[config.mk]
export PLATFORM = sky130hd
export DESIGN_NAME = header_length_frame_deframer_top
export DESIGN_NICKNAME = d
export VERILOG_FILES = /design/src/rtl/core/hlfd_pkg.sv /design/src/rtl/core/header_length_frame_deframer_top.sv /design/src/rtl/core/hlfd_front.sv /design/src/rtl/core/hlfd_queue.sv /design/src/rtl/core/hlfd_back.sv
export SDC_FILE = /design/constraint.sdc
export NUM_CORES = 1
export LEC_CHECK = 0
export BUFFER_PORTS_ARGS = -buffer_cell sky130_fd_sc_hd__buf_2
export CORE_ASPECT_RATIO = 1.5
export CORE_MARGIN = 4
export CORE_UTILIZATION = 60
export DETAILED_ROUTE_END_ITERATION = 10
export PLACE_DENSITY = 0.9
export RECOVER_POWER = 25
export SYNTH_ARGS = -nofsm -noshare
export SYNTH_HDL_FRONTEND = slang
export SYNTH_SLANG_ARGS = --single-unit
[constraint.sdc]
create_clock -name clk -period 14.5 [get_ports clk]
set_clock_uncertainty 0.2 [all_clocks]
set_input_delay 2.9 -clock clk [delete_from_list [all_inputs] [get_ports clk]]
set_output_delay 2.9 -clock clk [all_outputs]
set_load 0.01 [all_outputs]
[src/rtl/core/hlfd_pkg.sv]
// ----------------------------------------------------------------------------
// hlfd_pkg
// Shared types and constants of the header/length frame deframer.
// ----------------------------------------------------------------------------
package hlfd_pkg;

  localparam int FRAME_CAPACITY      = 256;
  localparam int LENGTH_FIELD_OFFSET = 10;
  localparam int QUEUE_DEPTH         = 2;

  localparam int BYTE_W  = 8;
  localparam int LEN_W   = 9;
  localparam int EXP_W   = 10;
  localparam int CNT_W   = 32;
  localparam int CIDX_W  = 3;
  localparam int CDATA_W = 9;
  localparam int QPTR_W  = $clog2(QUEUE_DEPTH);
  localparam int QCNT_W  = $clog2(QUEUE_DEPTH + 1);

  typedef enum logic [CIDX_W-1:0] {
    REG_HEADER_FIRST     = 3'd0,
    REG_HEADER_SECOND    = 3'd1,
    REG_MIN_FRAME_SIZE   = 3'd2,
    REG_MAX_PAYLOAD_SIZE = 3'd3,
    REG_MAX_FRAME_SIZE   = 3'd4
  } reg_index_t;

  typedef enum logic [3:0] {
    ST_DROPPED    = 4'd0,
    ST_START      = 4'd1,
    ST_RESTART    = 4'd2,
    ST_MISMATCH   = 4'd3,
    ST_STORED     = 4'd4,
    ST_COMPLETE   = 4'd5,
    ST_BADLEN     = 4'd6,
    ST_OVERFLOW   = 4'd7,
    ST_ABORTED    = 4'd8,
    ST_ABORT_IDLE = 4'd9
  } status_t;

  typedef struct packed {
    logic [LEN_W-1:0]  min_frame_size;
    logic [BYTE_W-1:0] max_payload_size;
    logic [LEN_W-1:0]  max_frame_size;
  } cfg_t;

  typedef struct packed {
    logic              func;
    logic [BYTE_W-1:0] rx_byte;
    logic              hit_first;
    logic              hit_second;
  } item_t;

endpackage

[src/rtl/core/header_length_frame_deframer_top.sv]
// ----------------------------------------------------------------------------
// header_length_frame_deframer_top
// Byte-stream deframer with a two-byte header and a length field.
// An accepted item enters the queue; the frame engine pops it from the queue
// head and writes its result into the output register. Throughput: one item
// per cycle, set by the frame engine step, unless out_stall holds the result.
// A two-entry queue separates input and engine, and the output register
// holds a result while the next items keep arriving.
// Reset clears the frame state, counters and queue, and loads the register
// defaults.
// ----------------------------------------------------------------------------
module header_length_frame_deframer_top
  import hlfd_pkg::*;
(
  input  logic               clk,
  input  logic               rst,
  input  logic               cfg_valid,
  output logic               cfg_ready,
  input  logic [CIDX_W-1:0]  cfg_index,
  input  logic [CDATA_W-1:0] cfg_data,
  input  logic               in_valid,
  output logic               in_stall,
  input  logic               func,
  input  logic [BYTE_W-1:0]  rx_byte,
  output logic               out_valid,
  input  logic               out_stall,
  output logic [3:0]         status,
  output logic [BYTE_W-1:0]  frame_byte,
  output logic [BYTE_W-1:0]  byte_offset,
  output logic [LEN_W-1:0]   frame_length,
  output logic [CNT_W-1:0]   dropped_byte_total,
  output logic [CNT_W-1:0]   rejected_frame_total,
  output logic [CNT_W-1:0]   completed_frame_total,
  output logic [CNT_W-1:0]   aborted_frame_total
);

  item_t front_item;
  item_t q_head;
  cfg_t  cfg;
  logic  q_full;
  logic  q_not_empty;
  logic  q_pop;

  assign in_stall = q_full;

  hlfd_front u_front (
    .clk       (clk),
    .rst       (rst),
    .cfg_valid (cfg_valid),
    .cfg_ready (cfg_ready),
    .cfg_index (cfg_index),
    .cfg_data  (cfg_data),
    .func      (func),
    .rx_byte   (rx_byte),
    .item      (front_item),
    .cfg       (cfg)
  );

  hlfd_queue u_queue (
    .clk       (clk),
    .rst       (rst),
    .push      (in_valid && !in_stall),
    .push_item (front_item),
    .full      (q_full),
    .pop       (q_pop),
    .not_empty (q_not_empty),
    .head      (q_head)
  );

  hlfd_back u_back (
    .clk                   (clk),
    .rst                   (rst),
    .cfg                   (cfg),
    .q_not_empty           (q_not_empty),
    .q_head                (q_head),
    .q_pop                 (q_pop),
    .out_valid             (out_valid),
    .out_stall             (out_stall),
    .status                (status),
    .frame_byte            (frame_byte),
    .byte_offset           (byte_offset),
    .frame_length          (frame_length),
    .dropped_byte_total    (dropped_byte_total),
    .rejected_frame_total  (rejected_frame_total),
    .completed_frame_total (completed_frame_total),
    .aborted_frame_total   (aborted_frame_total)
  );

endmodule

[src/rtl/core/hlfd_front.sv]
// ----------------------------------------------------------------------------
// hlfd_front
// Holds the configuration registers and classifies each incoming byte
// against the two header values before it enters the queue.
// ----------------------------------------------------------------------------
module hlfd_front
  import hlfd_pkg::*;
(
  input  logic               clk,
  input  logic               rst,
  input  logic               cfg_valid,
  output logic               cfg_ready,
  input  logic [CIDX_W-1:0]  cfg_index,
  input  logic [CDATA_W-1:0] cfg_data,
  input  logic               func,
  input  logic [BYTE_W-1:0]  rx_byte,
  output item_t              item,
  output cfg_t               cfg
);

  logic [BYTE_W-1:0] header_first;
  logic [BYTE_W-1:0] header_second;

  assign cfg_ready = 1'b1;

  always_ff @(posedge clk) begin
    if (rst) begin
      header_first         <= BYTE_W'(170);
      header_second        <= BYTE_W'(85);
      cfg.min_frame_size   <= LEN_W'(13);
      cfg.max_payload_size <= BYTE_W'(200);
      cfg.max_frame_size   <= LEN_W'(256);
    end else if (cfg_valid && cfg_ready) begin
      case (cfg_index)
        REG_HEADER_FIRST:     header_first         <= cfg_data[BYTE_W-1:0];
        REG_HEADER_SECOND:    header_second        <= cfg_data[BYTE_W-1:0];
        REG_MIN_FRAME_SIZE:   cfg.min_frame_size   <= cfg_data[LEN_W-1:0];
        REG_MAX_PAYLOAD_SIZE: cfg.max_payload_size <= cfg_data[BYTE_W-1:0];
        REG_MAX_FRAME_SIZE:   cfg.max_frame_size   <= cfg_data[LEN_W-1:0];
        default: ;
      endcase
    end
  end

  always_comb begin
    item.func       = func;
    item.rx_byte    = rx_byte;
    item.hit_first  = (rx_byte == header_first);
    item.hit_second = (rx_byte == header_second);
  end

endmodule

[src/rtl/core/hlfd_queue.sv]
// ----------------------------------------------------------------------------
// hlfd_queue
// Small register queue between the classifying front and the frame engine.
// ----------------------------------------------------------------------------
module hlfd_queue
  import hlfd_pkg::*;
(
  input  logic  clk,
  input  logic  rst,
  input  logic  push,
  input  item_t push_item,
  output logic  full,
  input  logic  pop,
  output logic  not_empty,
  output item_t head
);

  item_t             entries [QUEUE_DEPTH];
  logic [QPTR_W-1:0] wr_ptr;
  logic [QPTR_W-1:0] rd_ptr;
  logic [QCNT_W-1:0] count;

  assign full      = (count == QCNT_W'(QUEUE_DEPTH));
  assign not_empty = (count != '0);
  assign head      = entries[rd_ptr];

  always_ff @(posedge clk) begin
    if (push) begin
      entries[wr_ptr] <= push_item;
    end
  end

  always_ff @(posedge clk) begin
    if (rst) begin
      wr_ptr <= '0;
      rd_ptr <= '0;
      count  <= '0;
    end else begin
      if (push) begin
        wr_ptr <= (wr_ptr == QPTR_W'(QUEUE_DEPTH - 1)) ? '0 : wr_ptr + 1'b1;
      end
      if (pop) begin
        rd_ptr <= (rd_ptr == QPTR_W'(QUEUE_DEPTH - 1)) ? '0 : rd_ptr + 1'b1;
      end
      case ({push, pop})
        2'b10:   count <= count + 1'b1;
        2'b01:   count <= count - 1'b1;
        default: count <= count;
      endcase
    end
  end

endmodule

[src/rtl/core/hlfd_back.sv]
// ----------------------------------------------------------------------------
// hlfd_back
// Frame engine: tracks header hunt, frame length and outcome counters, and
// holds one finished result in an output register.
// ----------------------------------------------------------------------------
module hlfd_back
  import hlfd_pkg::*;
(
  input  logic              clk,
  input  logic              rst,
  input  cfg_t              cfg,
  input  logic              q_not_empty,
  input  item_t             q_head,
  output logic              q_pop,
  output logic              out_valid,
  input  logic              out_stall,
  output logic [3:0]        status,
  output logic [BYTE_W-1:0] frame_byte,
  output logic [BYTE_W-1:0] byte_offset,
  output logic [LEN_W-1:0]  frame_length,
  output logic [CNT_W-1:0]  dropped_byte_total,
  output logic [CNT_W-1:0]  rejected_frame_total,
  output logic [CNT_W-1:0]  completed_frame_total,
  output logic [CNT_W-1:0]  aborted_frame_total
);

  logic [LEN_W-1:0]  current_length;
  logic [LEN_W-1:0]  current_length_next;
  logic [EXP_W-1:0]  target_length;
  logic [EXP_W-1:0]  target_length_next;
  logic [CNT_W-1:0]  dropped_count;
  logic [CNT_W-1:0]  dropped_count_next;
  logic [CNT_W-1:0]  rejected_count;
  logic [CNT_W-1:0]  rejected_count_next;
  logic [CNT_W-1:0]  completed_count;
  logic [CNT_W-1:0]  completed_count_next;
  logic [CNT_W-1:0]  aborted_count;
  logic [CNT_W-1:0]  aborted_count_next;
  status_t           res_status;
  logic [BYTE_W-1:0] res_byte;
  logic [BYTE_W-1:0] res_offset;
  logic [LEN_W-1:0]  res_length;
  logic [LEN_W-1:0]  limit;
  logic [LEN_W-1:0]  length_inc;
  logic              out_valid_next;

  assign q_pop = q_not_empty && (!out_valid || !out_stall);

  always_comb begin
    limit = (cfg.max_frame_size > LEN_W'(FRAME_CAPACITY)) ?
            LEN_W'(FRAME_CAPACITY) : cfg.max_frame_size;
    length_inc           = current_length + 1'b1;
    current_length_next  = current_length;
    target_length_next   = target_length;
    dropped_count_next   = dropped_count;
    rejected_count_next  = rejected_count;
    completed_count_next = completed_count;
    aborted_count_next   = aborted_count;
    res_status           = ST_DROPPED;
    res_byte             = '0;
    res_offset           = '0;
    res_length           = '0;

    if (q_head.func) begin
      if (current_length != '0) begin
        aborted_count_next  = aborted_count + 1'b1;
        current_length_next = '0;
        target_length_next  = '0;
        res_status          = ST_ABORTED;
      end else begin
        res_status = ST_ABORT_IDLE;
      end
      res_length = '0;
    end else if (current_length == '0) begin
      if (q_head.hit_first) begin
        current_length_next = LEN_W'(1);
        res_byte            = q_head.rx_byte;
        res_status          = ST_START;
      end else begin
        dropped_count_next = dropped_count + 1'b1;
        res_status         = ST_DROPPED;
      end
      res_length = current_length_next;
    end else if (current_length == LEN_W'(1)) begin
      if (q_head.hit_second) begin
        current_length_next = LEN_W'(2);
        res_byte            = q_head.rx_byte;
        res_offset          = BYTE_W'(1);
        res_status          = ST_STORED;
      end else if (q_head.hit_first) begin
        dropped_count_next = dropped_count + 1'b1;
        res_byte           = q_head.rx_byte;
        res_status         = ST_RESTART;
      end else begin
        dropped_count_next  = dropped_count + CNT_W'(2);
        current_length_next = '0;
        target_length_next  = '0;
        res_status          = ST_MISMATCH;
      end
      res_length = current_length_next;
    end else if (current_length >= limit) begin
      rejected_count_next = rejected_count + 1'b1;
      current_length_next = '0;
      target_length_next  = '0;
      res_status          = ST_OVERFLOW;
      res_length          = '0;
    end else begin
      res_byte            = q_head.rx_byte;
      res_offset          = current_length[BYTE_W-1:0];
      current_length_next = length_inc;
      res_status          = ST_STORED;
      res_length          = length_inc;
      if (current_length == LEN_W'(LENGTH_FIELD_OFFSET)) begin
        if (q_head.rx_byte > cfg.max_payload_size) begin
          rejected_count_next = rejected_count + 1'b1;
          current_length_next = '0;
          target_length_next  = '0;
          res_status          = ST_BADLEN;
          res_length          = '0;
        end else begin
          target_length_next = EXP_W'(cfg.min_frame_size) + EXP_W'(q_head.rx_byte);
        end
      end
      if (res_status == ST_STORED && target_length_next != '0 &&
          EXP_W'(length_inc) == target_length_next) begin
        completed_count_next = completed_count + 1'b1;
        current_length_next  = '0;
        target_length_next   = '0;
        res_status           = ST_COMPLETE;
      end
    end
  end

  always_comb begin
    if (q_pop) begin
      out_valid_next = 1'b1;
    end else if (out_stall) begin
      out_valid_next = out_valid;
    end else begin
      out_valid_next = 1'b0;
    end
  end

  always_ff @(posedge clk) begin
    if (rst) begin
      current_length  <= '0;
      target_length   <= '0;
      dropped_count   <= '0;
      rejected_count  <= '0;
      completed_count <= '0;
      aborted_count   <= '0;
      out_valid       <= 1'b0;
    end else begin
      out_valid <= out_valid_next;
      if (q_pop) begin
        current_length  <= current_length_next;
        target_length   <= target_length_next;
        dropped_count   <= dropped_count_next;
        rejected_count  <= rejected_count_next;
        completed_count <= completed_count_next;
        aborted_count   <= aborted_count_next;
      end
    end
  end

  always_ff @(posedge clk) begin
    if (q_pop) begin
      status                <= res_status;
      frame_byte            <= res_byte;
      byte_offset           <= res_offset;
      frame_length          <= res_length;
      dropped_byte_total    <= dropped_count_next;
      rejected_frame_total  <= rejected_count_next;
      completed_frame_total <= completed_count_next;
      aborted_frame_total   <= aborted_count_next;
    end
  end

endmodule

==> run_results.csv <==
group,metric,value,unit
sta,max_freq,124,MHz
sta,slew_headroom,-2.50,
routing,dr.pass1.iters,6,
pwr,p_sw,0.00108,W
sta,min_period_over_period,0.557,
critical_path,critPathArrivalTime,8270,ps
pwr,combPwrFrac,0.254,
place,place_congestion,0.916,
cts,cts.sinks,374,
synthesis,synth_ff_type,"dfxtp_1",
synthesis,synth_edf_count,179,
global_routing,grtUsageTotal,0.254,
critical_path,worst_setup_path_end_kind,"flop",
place,dpl.cell_count,2403,
run_status,violations,"max-capacitance violations, max-slew violations",
global_routing,grt-ovfl-total,0,
pwr,p_int,0.00216,W
die,floorplan.die_area,0.0335,sq mm
die,top_level_ports,186,
critical_path,cp_data_required_time,14700,ps
critical_path,startpoint_type,"input port",
global_routing,grt_first_pass_wirelength,70000,um
synthesis,async_flop_share,0,
cts,clk_path_buf_depth,3,
finish,antennaDiodeCount,0,
cts,clk_pin_slew,60,ps
cts,h-tree-depth,2,
routing,vias,14900,
cts,cts_tree,"yes",
cts,cts_hold_buffers,0,
critical_path,crit_fanout,117,
sta,hold_viol_final,0,
finish,finalNetCount,2102,
synthesis,netlist_instances,1905,
global_routing,grt_pass1_vias,14200,
routing,drc,0,
cts,clock_latency,530,ps
routing,drt_iter0_drc,1188,
die,rows,78,
cts,post_cts_buffers,0,
critical_path,ff2ff_path_depth,10,
sta,setup_viol,0,
place,portBuffers,184,
routing,viasPerCell,6.03,
critical_path,crit_start,"rst",
cts,clockRootBuffer,"clkbuf_16",
synthesis,synth_seq_cells,374,
sta,rsz0062_at_grt,"false",
critical_path,reg2reg_setup_slack,9220,ps
critical_path,crit_path_end,"u_back.current_length[5]",
finish,syn2layout_area_growth,12.2,%
critical_path,path_class,"input port to flop",
cts,cts_buffers,35,
die,die_x,151,um
pwr,p_seq_frac,0.459,
pwr,pwr-share-clk,0.287,
global_routing,antenna_found_initial,0,
pwr,peakVddDrop,0.000166,V
finish,drive_gt1_frac,0.130,
cts,cts_resized,0,
sta,slew_viol_final,118,
place,hpwl,30200,um
die,die_h,222,um
sta,worst_pin_slew,5260,ps
hold_path,min_path_type,"flop to flop",
flow_run,cap_viol_max_count,1,
run_status,status,"complete, but fails checks",
routing,wirelength,43800,um
pwr,power_density,157,mW/mm^2
routing,post_drt_wl_per_cell,17.7,um
synthesis,syn_area,0.0184,sq mm
global_routing,grt_max_degree,154,
synthesis,seq_area_frac_synth,0.505,
critical_path,rr_endpoint,"u_back.rejected_count[24]",
synthesis,netlist-cell-type-count,83,
finish,final_cell_mix,"nor2_1, nand2_1, dfxtp_1, edfxtp_1, buf_2",
synthesis,syn_nets,1967,
sta,tns,0,ps
routing,antenna_left,0,
sta,period_needed,8070,ps
synthesis,synth.avg_cell_area,9.64,sq um
synthesis,ys_warn_count,0,
die,start_util,0.607,
pwr,p_sw_frac,0.334,
pwr,leakage,7.66,nW
die,fp.coreArea,0.0303,sq mm
finish,fin_cells,2467,
synthesized netlist by cell type, types with 9 or more instances:
master    instances  area [sq um]
nand3b_1         12          90.1
nand2b_1         10          62.6
nand3_1          68           340
nand2_1         225           845
xnor2_1          95           832
or3_1            25           156
a31oi_1          12          75.1
or4_1            22           165
mux2_2           20           225
xor2_1          121          1060
and2_1           11          68.8
a21oi_1          96           480
clkbuf_1         75           282
nor3_1           63           315
nor2b_1          27           169
nor4_1           20           125
o31ai_1          24           180
inv_1            42           158
mux2i_1          14           140
o21ai_0          54           270
a211oi_1         10          75.1
nor3b_1          12          90.1
nor2_1          225           845
o32ai_1           9          78.8
edfxtp_1        179          5380
nand4_1          39           244
and3_1           47           294
ha_1             35           438
dfxtp_1         195          3900
layout make-up:
type                            count  area [sq um]
Inverter                           43           169
Tap cell                          400           500
Timing Repair Buffer              194           957
Fill cell                        2241          9660
Clock buffer                       40           926
Sequential cell                   374          9280
Clock inverter                     24           235
Multi-Input combinational cell   1392          8530
worst max-delay path, cell delays in order:
cell and delay (ps):
clkbuf_1 3590, nor2_1 1120, a31oi_1 480, o22ai_1 130
sequential cells by signal (all words and copies together) (netlist names), 2 cells and up, named ones only:
register and cells:
u_back.byte_offset 8, u_back.rejected_frame_total 32, u_queue.count 2, u_back.rejected_count 32, u_back.aborted_count 32, u_back.status 4
u_front.header_first 8, u_back.dropped_byte_total 32, u_back.frame_byte 8, u_back.target_length 10, u_front.header_second 8, u_front.cfg 26
u_back.current_length 9, u_back.aborted_frame_total 32, u_back.dropped_count 32, u_back.frame_length 9, u_back.completed_count 32, u_queue.entries 22
u_back.completed_frame_total 32
per-stage QoR:
step / hold slack [ps] / total power (W) / util / setup WS (ps) / instance area [sq um]
2_1_floorplan: 232 / 0.00204 / - / 5050 / 18400
3_3_place_gp: 244 / 0.00230 / 0.644 / 8530 / 19500
3_5_place_dp: 248 / 0.00233 / 0.644 / 8410 / 19500
4_1_cts: 257 / 0.00326 / 0.682 / 8920 / 20600
5_1_grt: 277 / 0.00339 / 0.681 / 5830 / 20600
6_report: 255 / 0.00324 / 0.681 / 6430 / 20600
layer usage:
layer | global-route usage | share of wire | wire length (um) | vias up
met5 | 0 | 0 | 0 | -
met4 | 0.115 | 0.046 | 2030 | 0
met1 | 0.302 | 0.38 | 16500 | 7082
met2 | 0.452 | 0.52 | 22500 | 614
met3 | 0.0335 | 0.062 | 2720 | 139
li1 | - | - | - | 7031
logic make-up after synthesis:
family,synth area share
XOR/XNOR,0.103
AO/OA/AOI/OAI,0.0951
AND/OR/NAND/NOR,0.221
multiplexers,0.0199
buffers and inverters,0.0305
flip-flops,0.505
other,0.000204
adder cells (fa/ha/maj),0.0249
how the worst min path moves through the flow:
stage	start	to	slack, ps	cells after the start
6_report	u_front.cfg[4]	u_front.cfg[4]	260	2
3_3_place_gp	u_front.cfg[14]	u_front.cfg[14]	240	2
3_5_place_dp	u_front.cfg[14]	u_front.cfg[14]	250	2
2_1_floorplan	u_front.cfg[0]	u_front.cfg[0]	230	2
5_1_grt	u_front.cfg[14]	u_front.cfg[14]	280	2
4_1_cts	u_front.cfg[14]	u_front.cfg[14]	260	2
power groups by stage:
stage          clock [W]  sequential [W]  combinational, W
2_1_floorplan          0         0.00161          0.000433
3_3_place_gp           0         0.00150          0.000801
3_5_place_dp           0         0.00151          0.000825
4_1_cts         0.000940         0.00149          0.000832
5_1_grt         0.000991         0.00150          0.000899
6_report        0.000929         0.00149          0.000823
Note: power is estimated with default switching activity, not from simulation.
